--- config.mk ---
export PLATFORM = sky130hd
export DESIGN_NAME = smtp_mail_from_checker_unit
export DESIGN_NICKNAME = d
export VERILOG_FILES = /design/src/sv/smfc_pkg.sv /design/src/sv/smfc_classify.sv /design/src/sv/smfc_parse.sv /design/src/sv/smtp_mail_from_checker_unit.sv
export SDC_FILE = /design/constraint.sdc
export NUM_CORES = 1
export LEC_CHECK = 0
export BUFFER_PORTS_ARGS = -buffer_cell sky130_fd_sc_hd__buf_4
export CAP_MARGIN = 20
export CORE_MARGIN = 2
export CORE_UTILIZATION = 48
export DETAILED_ROUTE_END_ITERATION = 6
export PLACE_DENSITY = 0.8
export SLEW_MARGIN = 20
export SYNTH_ARGS = -nofsm -noshare
export SYNTH_HDL_FRONTEND = slang
export SYNTH_SLANG_ARGS = --single-unit
--- constraint.sdc ---
create_clock -name clk -period 2.9 [get_ports clk]
set_input_delay 0 -clock clk [delete_from_list [all_inputs] [get_ports clk]]
set_output_delay 0 -clock clk [all_outputs]
set_load 0.005 [all_outputs]
--- src/sv/smfc_pkg.sv ---
// Shared types, codes and byte tables for the MAIL FROM line checker.
// No dependencies; used by smfc_classify, smfc_parse and smtp_mail_from_checker_unit.
package smfc_pkg;

  // Parse phase, one-hot
  typedef enum logic [4:0] {
    PH_CMD       = 5'b00001,
    PH_BLANKS    = 5'b00010,
    PH_LOCAL     = 5'b00100,
    PH_DOM_START = 5'b01000,
    PH_DOM_IN    = 5'b10000
  } phase_t;

  // Verdict codes
  localparam logic [2:0] VERD_OK      = 3'd0;
  localparam logic [2:0] VERD_CMD     = 3'd1;
  localparam logic [2:0] VERD_PATH    = 3'd2;
  localparam logic [2:0] VERD_MAILBOX = 3'd3;
  localparam logic [2:0] VERD_ELEMENT = 3'd4;

  // Position of the colon, the last byte of the command word
  localparam logic [3:0] CMD_LAST = 4'd9;

  // Byte constants
  localparam logic [7:0] CH_LT    = 8'h3C; // '<'
  localparam logic [7:0] CH_GT    = 8'h3E; // '>'
  localparam logic [7:0] CH_AT    = 8'h40; // '@'
  localparam logic [7:0] CH_DOT   = 8'h2E; // '.'
  localparam logic [7:0] CH_COLON = 8'h3A; // ':'
  localparam logic [7:0] CH_TAB   = 8'h09;
  localparam logic [7:0] CH_SPACE = 8'h20;
  localparam logic [7:0] CH_BSL   = 8'h5C; // backslash

  typedef struct packed {
    logic blank;
    logic special;
    logic letter;
    logic digit;
    logic lt;
    logic gt;
    logic at;
    logic dot;
  } byte_class_t;

  // Expected byte at each position of "MAIL FROM:"
  function automatic logic [7:0] cmd_char(input logic [3:0] idx);
    logic [7:0] c;
    case (idx)
      4'd0:    c = 8'h4D; // M
      4'd1:    c = 8'h41; // A
      4'd2:    c = 8'h49; // I
      4'd3:    c = 8'h4C; // L
      4'd4:    c = CH_SPACE;
      4'd5:    c = 8'h46; // F
      4'd6:    c = 8'h52; // R
      4'd7:    c = 8'h4F; // O
      4'd8:    c = 8'h4D; // M
      4'd9:    c = CH_COLON;
      default: c = 8'h00;
    endcase
    return c;
  endfunction

  function automatic logic is_special(input logic [7:0] b);
    return (b == CH_LT) || (b == CH_GT) || (b == 8'h28) || (b == 8'h29) ||
           (b == 8'h5B) || (b == 8'h5D) || (b == CH_BSL) || (b == CH_DOT) ||
           (b == 8'h2C) || (b == 8'h3B) || (b == CH_COLON) || (b == CH_AT) ||
           (b == 8'h22);
  endfunction

endpackage

--- src/sv/smfc_classify.sv ---
// Byte classifier for the MAIL FROM line checker.
// Depends on smfc_pkg.
module smfc_classify (
  input  logic [7:0]          byte_in,
  output smfc_pkg::byte_class_t cls
);
  import smfc_pkg::*;

  always_comb begin
    cls.blank   = (byte_in == CH_SPACE) || (byte_in == CH_TAB);
    cls.special = is_special(byte_in);
    cls.letter  = ((byte_in >= 8'h41) && (byte_in <= 8'h5A)) ||
                  ((byte_in >= 8'h61) && (byte_in <= 8'h7A));
    cls.digit   = (byte_in >= 8'h30) && (byte_in <= 8'h39);
    cls.lt      = (byte_in == CH_LT);
    cls.gt      = (byte_in == CH_GT);
    cls.at      = (byte_in == CH_AT);
    cls.dot     = (byte_in == CH_DOT);
  end

endmodule

--- src/sv/smfc_parse.sv ---
// Parse state and per-byte transition of the MAIL FROM line checker.
// Depends on smfc_pkg.
module smfc_parse (
  input  logic                  clk,
  input  logic                  rst,
  input  logic                  adv,
  input  logic [7:0]            byte_in,
  input  logic                  last,
  input  smfc_pkg::byte_class_t cls,
  output logic                  hit,
  output logic [2:0]            code
);
  import smfc_pkg::*;

  phase_t     phase, phase_next;
  logic [3:0] cmd_idx, cmd_idx_next;
  logic       given, given_next;
  logic       local_seen, local_seen_next;
  logic       local_byte;

  assign local_byte = !cls.special && !cls.blank;

  always_comb begin
    phase_next      = phase;
    cmd_idx_next    = cmd_idx;
    given_next      = given;
    local_seen_next = local_seen;
    hit             = 1'b0;
    code            = VERD_OK;

    if (!given) begin
      unique case (phase)
        PH_CMD: begin
          if (byte_in == cmd_char(cmd_idx)) begin
            if (cmd_idx == CMD_LAST) begin
              phase_next   = PH_BLANKS;
              cmd_idx_next = '0;
            end else begin
              cmd_idx_next = cmd_idx + 4'd1;
            end
          end else begin
            hit  = 1'b1;
            code = VERD_CMD;
          end
        end
        PH_BLANKS: begin
          if (cls.lt) begin
            phase_next      = PH_LOCAL;
            local_seen_next = 1'b0;
          end else if (!cls.blank) begin
            hit  = 1'b1;
            code = VERD_PATH;
          end
        end
        PH_LOCAL: begin
          if (!local_seen) begin
            if (cls.gt) begin
              hit  = 1'b1;
              code = VERD_OK;
            end else if (local_byte) begin
              local_seen_next = 1'b1;
            end else begin
              hit  = 1'b1;
              code = VERD_PATH;
            end
          end else if (!local_byte) begin
            if (cls.at) begin
              phase_next = PH_DOM_START;
            end else begin
              hit  = 1'b1;
              code = VERD_MAILBOX;
            end
          end
        end
        PH_DOM_START: begin
          if (cls.letter) begin
            phase_next = PH_DOM_IN;
          end else begin
            hit  = 1'b1;
            code = VERD_ELEMENT;
          end
        end
        PH_DOM_IN: begin
          if (cls.dot) begin
            phase_next = PH_DOM_START;
          end else if (cls.gt) begin
            hit  = 1'b1;
            code = VERD_OK;
          end else if (!cls.letter && !cls.digit) begin
            hit  = 1'b1;
            code = VERD_PATH;
          end
        end
        default: begin
          hit  = 1'b1;
          code = VERD_CMD;
        end
      endcase

      // line ended while still open: judge by where it stopped
      if (!hit && last) begin
        hit = 1'b1;
        unique case (phase_next)
          PH_CMD:       code = VERD_CMD;
          PH_BLANKS:    code = VERD_PATH;
          PH_LOCAL:     code = local_seen_next ? VERD_MAILBOX : VERD_PATH;
          PH_DOM_START: code = VERD_ELEMENT;
          PH_DOM_IN:    code = VERD_PATH;
          default:      code = VERD_CMD;
        endcase
      end

      if (hit) begin
        given_next = 1'b1;
      end
    end

    // rearm after the last byte of every line
    if (last) begin
      phase_next      = PH_CMD;
      cmd_idx_next    = '0;
      given_next      = 1'b0;
      local_seen_next = 1'b0;
    end
  end

  always_ff @(posedge clk) begin
    if (rst) begin
      phase      <= PH_CMD;
      cmd_idx    <= '0;
      given      <= 1'b0;
      local_seen <= 1'b0;
    end else if (adv) begin
      phase      <= phase_next;
      cmd_idx    <= cmd_idx_next;
      given      <= given_next;
      local_seen <= local_seen_next;
    end
  end

  a_rearm: assert property (@(posedge clk) disable iff (rst)
    adv && last |=> phase == PH_CMD && cmd_idx == '0 && !given && !local_seen)
    else $error("parser not rearmed after last byte");

  a_seen_phase: assert property (@(posedge clk) disable iff (rst)
    local_seen |-> phase != PH_CMD && phase != PH_BLANKS)
    else $error("local part flag set before the path opened");

  a_no_second: assert property (@(posedge clk) disable iff (rst)
    adv && given |-> !hit)
    else $error("second verdict for one line");

endmodule

--- src/sv/smtp_mail_from_checker_unit.sv ---
// Top level of the MAIL FROM line checker: input register, parse step, result register.
// Depends on smfc_pkg, smfc_classify and smfc_parse.
//
// Checks one command line, one byte per transfer, against "MAIL FROM:", optional
// blanks, '<', a local part, '@', a dot-separated domain and '>'. Exactly one
// verdict transfer is produced per line: at the byte that decides it, or at the
// byte marked by line_end if nothing decided earlier. Bytes after a verdict are
// swallowed up to line_end, after which the checker rearms for the next line.
// Verdicts: 0 accepted, 1 command word error, 2 path error, 3 mailbox error,
// 4 element error. "<>" is accepted; anything after '>' is not inspected.
// Throughput is one byte per clock unless a held verdict meets an output stall,
// limited by the single parse step that sits between the input register and the
// result register. A deciding byte's verdict enters the result register when the
// byte advances, and is transferred once the output is not stalled. The input side
// keeps accepting while a verdict waits, and stalls only when both the input
// register and the result register are full and the output is stalled.
module smtp_mail_from_checker_unit (
  input  logic       clk,
  input  logic       rst,
  input  logic       in_valid,
  output logic       in_stall,
  input  logic [7:0] byte_in,
  input  logic       line_end,
  output logic       out_valid,
  input  logic       out_stall,
  output logic [2:0] verdict
);
  import smfc_pkg::*;

  logic        s1_valid;
  logic [7:0]  s1_byte;
  logic        s1_last;
  logic        adv;
  logic        hit;
  logic [2:0]  code;
  byte_class_t cls;

  // advance the held byte once the result register can take its outcome
  assign adv      = s1_valid && (!out_valid || !out_stall);
  assign in_stall = s1_valid && !adv;

  // input register: load on every transfer, drop when the byte advances
  always_ff @(posedge clk) begin
    if (rst) begin
      s1_valid <= 1'b0;
    end else if (in_valid && !in_stall) begin
      s1_valid <= 1'b1;
    end else if (adv) begin
      s1_valid <= 1'b0;
    end
  end

  always_ff @(posedge clk) begin
    if (in_valid && !in_stall) begin
      s1_byte <= byte_in;
      s1_last <= line_end;
    end
  end

  smfc_classify u_classify (
    .byte_in (s1_byte),
    .cls     (cls)
  );

  smfc_parse u_parse (
    .clk     (clk),
    .rst     (rst),
    .adv     (adv),
    .byte_in (s1_byte),
    .last    (s1_last),
    .cls     (cls),
    .hit     (hit),
    .code    (code)
  );

  // result register: hold while stalled, replace on advance
  always_ff @(posedge clk) begin
    if (rst) begin
      out_valid <= 1'b0;
    end else if (adv) begin
      out_valid <= hit;
    end else if (!out_stall) begin
      out_valid <= 1'b0;
    end
  end

  always_ff @(posedge clk) begin
    if (adv && hit) begin
      verdict <= code;
    end
  end

  a_stall_cause: assert property (@(posedge clk) disable iff (rst)
    in_stall |-> s1_valid && out_valid && out_stall)
    else $error("input stalled without a blocked result");

  a_code_range: assert property (@(posedge clk) disable iff (rst)
    out_valid |-> verdict <= VERD_ELEMENT)
    else $error("verdict code out of range");

  a_no_phantom: assert property (@(posedge clk) disable iff (rst)
    !s1_valid |=> out_valid == $past(out_valid && out_stall))
    else $error("result appeared without a byte");

endmodule

==> results.tsv <==
stage	metric	value	unit
yosys	synth_seq_cells	32	
yosys	synth_top_area_cell	dfxtp_1	
setup_path	timing.rr.end	verdict[0]$_SDFFCE_PP0P_	
sta	clock_skew	9.81	ps
sta	maxSlewHeadroom	42.8	%
yosys	synth_cell_types	63	
route	firstDrtPassIters	5	
sta	maxSlewViolCount	0	
cts	cts_buffer_depth	2	
cells_and_area	antenna_cells	0	
grt	first_global_vias	1875	
cts	clock_latency	290	ps
route	routed_via_density	5.90	
sta	post-route-min-period	2810	ps
cts	h-tree-depth	2	
pwr	p_switching	0.000222	W
sta	setup_viol	0	
pwr	pwr_density_cell	344	nW/um^2
pwr	peakVddDrop	0.327	mV
setup_path	worstPathCellList	buf_4 -> or4_1 -> a2111oi_0 -> a21oi_1 -> a21boi_1 -> nor2_1 -> and4_1 -> a21o_1 -> inv_1	
route	routed_wl	5.21	mm
cts	clock_sinks	32	
floorplanning	dieArea	4870	sq um
sta	finalCritPeriodShare	97.0	%
yosys	syn_inst	239	
yosys	ys.flop_type	dfxtp_1	
grt	grt_overflow	0	
cells_and_area	drive_gt1_share	24.0	%
grt	grt_start_max_net_pins	15	
worst_hold_path	worstHoldStart	out_stall	
route	drc	0	
pwr	combPwrFrac	12.3	%
cells_and_area	fin_nets	311	
setup_path	cp_slowest_stage_delay	530	ps
yosys	synth_area	2080	sq um
worst_hold_path	min_to	out_valid$_SDFFE_PP0P_	
setup_path	crit_arrival	2810	ps
route	vias	2017	
worst_hold_path	hold_path.class	in2reg	
yosys	yosysWarnings	0	
yosys	avgSynthCellArea	8.70	sq um
pwr	p_leak	1.05	nW
placed_design	detailed_place_hpwl	3.57	mm
yosys	ys_seq_area_share	36.6	%
route	routedWlPerCell	15.2	microns
floorplanning	core_area	4090	sq um
job	drv_cap	0	
status	status	completed	
setup_path	cp.required	2890	ps
yosys	synth_edf_count	12	
placed_design	gp_congestion	0.943	
placed_design	place_area	2350	sq um
yosys	ys_async_sr_fraction	0	%
grt	antenna_found_initial	0	
floorplanning	initial_core_util	50.9	%
pwr	p_clk_share	34.8	%
cts	cts_tree	built	
setup_path	cp_num_buf_inv	2	
yosys	synthTopCellsByArea	dfxtp_1, edfxtp_1, xor2_1	
floorplanning	floorplan.rows	23	
sta	finalHoldViolCount	0	
cts	clk_pin_slew_worst_paths	70	ps
setup_path	crit_type	reg2reg	
setup_path	crit_fanout	13	
sta	worst_slew_pin_slew	857	ps
grt	grt_pass1_wl	8.59	mm
cts	cts_root_buf	clkbuf_8	
setup_path	crit_family	compound AO/OA/AOI/OAI gates	
cells_and_area	design_area	2690	sq um
grt	track_usage	21.5	%
pwr	power	0.000927	W
pwr	seqPwrFrac	52.9	%
sta	rsz0062_at_grt	true	
worst_hold_path	hold_depth	3	
yosys	synth_most_common_cell	nor2_1	
setup_path	end_kind	register	
setup_path	worstRegToRegCells	9	
floorplanning	die_x	69.8	microns
setup_path	r2r_slack	90	ps
cells_and_area	area_delta_synth_final	29.5	%
yosys	syn_nets	259	
pwr	p_int	0.000705	W
floorplanning	io_pins	18	
cts	cts-buffers-inserted	5	
setup_path	cp-start-kind	register	
setup_path	rr_startpoint	s1_byte[4]$_DFFE_PP_	
route	drt_iter0_drc	187	
pwr	swShare	24.0	%
route	ant_nets	0	
yosys	yosys-top-cells-count	nor2_1, dfxtp_1, nand2_1, a21oi_1, edfxtp_1	
floorplanning	die_h	69.8	microns
setup_path	critPathSlowestCell	or4_1	
sta	max_freq	0.355	GHz
placed_design	portBuffers	17	
yosys	synth_top_area_share	19.3	%
==> area by class of cell <==
type                       count  area (sq um)
clock inverter                 1          5.00
timing repair buffer          54           437
multi-input combinational    190          1320
clock buffer                   7          76.3
inverter                       8          30.0
tap                           50          62.6
fill                         328          1390
sequential                    32           761
==> logic make-up after synthesis <==
| logic type | Yosys count | share of synthesized area (%) |
|---|---|---|
| flops | 32 | 36.6 |
| xor+xnor | 13 | 5.48 |
| buf+inv | 17 | 3.25 |
| compound gates | 63 | 21.5 |
| mux | 3 | 1.56 |
| simple gates | 104 | 27.4 |
| fa+ha+maj | 7 | 4.21 |
==> stage by stage <==
step           instances  hold WS, ps  util (%)  worst slack [ps]  TNS, ps
3_5_place_dp         313          180      57.6              20.2        0
4_1_cts              336         27.9      63.0             0.915        0
5_1_grt              342         50.2      65.9              -108     -450
2_1_floorplan        239         98.9         -              7.06        0
3_3_place_gp         313          180      57.6              40.5        0
6_report             342         34.9      65.9              86.8        0
==> repair_timing <==
action | in CTS | in global routing
hold buffers | 11 | 0
pin swaps | 2 | 16
gates resized for setup | 0 | 16
endpoints found under the hold margin | 15 | 0
endpoints found under the setup margin | 1 | 13
gates cloned | 0 | 0
setup buffers | 4 | 6
==> worst max-delay path by stage <==
stage	from	end	slack (ps)	cells past startpoint
floorplan	s1_byte[2]$_DFFE_PP_	register	7	10
global placement	s1_byte[0]$_DFFE_PP_	verdict[0]$_SDFFCE_PP0P_	40	9
detailed placement	s1_byte[0]$_DFFE_PP_	verdict[0]$_SDFFCE_PP0P_	20	9
CTS	s1_byte[0]$_DFFE_PP_	verdict[0]$_SDFFCE_PP0P_	0.9	9
global route	s1_byte[4]$_DFFE_PP_	verdict[0]$_SDFFCE_PP0P_	-110	9
finish	s1_byte[4]$_DFFE_PP_	verdict[0]$_SDFFCE_PP0P_	90	9
==> layout by cell type, fill, tap and decap left out, types with 2 or more instances in the layout <==
master         instances
and3_1                 4
or3_1                  3
nand4_1                2
xnor2_1                2
nor4_1                 2
and3b_1                2
buf_4                 42
a211oi_1               2
xor2_1                11
a31o_2                 2
o21ai_1                2
or4_4                  2
nand2b_1               2
nand2_1               19
a21o_1                 2
nor4_2                 2
nor3_1                10
ha_1                   7
a31oi_1                2
edfxtp_1              12
clkbuf_8               5
o31ai_1                3
nor2b_1                3
o21ai_0                9
nor2_1                22
dlygate4sd3_1         11
or4_1                  2
a21oi_1               16
o31a_1                 2
and2_1                 3
nand3b_1               4
dfxtp_1               20
nand3_1                9
inv_1                  8
a22oi_1                4
clkbuf_1               2
==> per-layer routing <==
layer	vias up	routed length [microns]	share of wire [%]	GRT usage, %
li1	999	-	-	-
met1	941	2260	43	28.6
met2	66	2630	50	35.6
met3	11	238	4.6	4.36
met4	0	78	1.5	5.34
met5	-	0	0	0
==> power by group through the flow <==
stage,Combinational [W],Clock [W],Sequential [W]
floorplan,0.0000512,0,0.000498
global placement,0.0000877,0,0.000500
detailed placement,0.0000892,0,0.000500
CTS,0.000105,0.000328,0.000489
global route,0.000125,0.000346,0.000492
finish,0.000114,0.000322,0.000490
==> worst min-delay path, cell delays in order <==
cell and delay, ps:
buf_4 110, nand2_1 90, a21oi_1 70
Note: power is estimated with default switching activity, not from simulation.
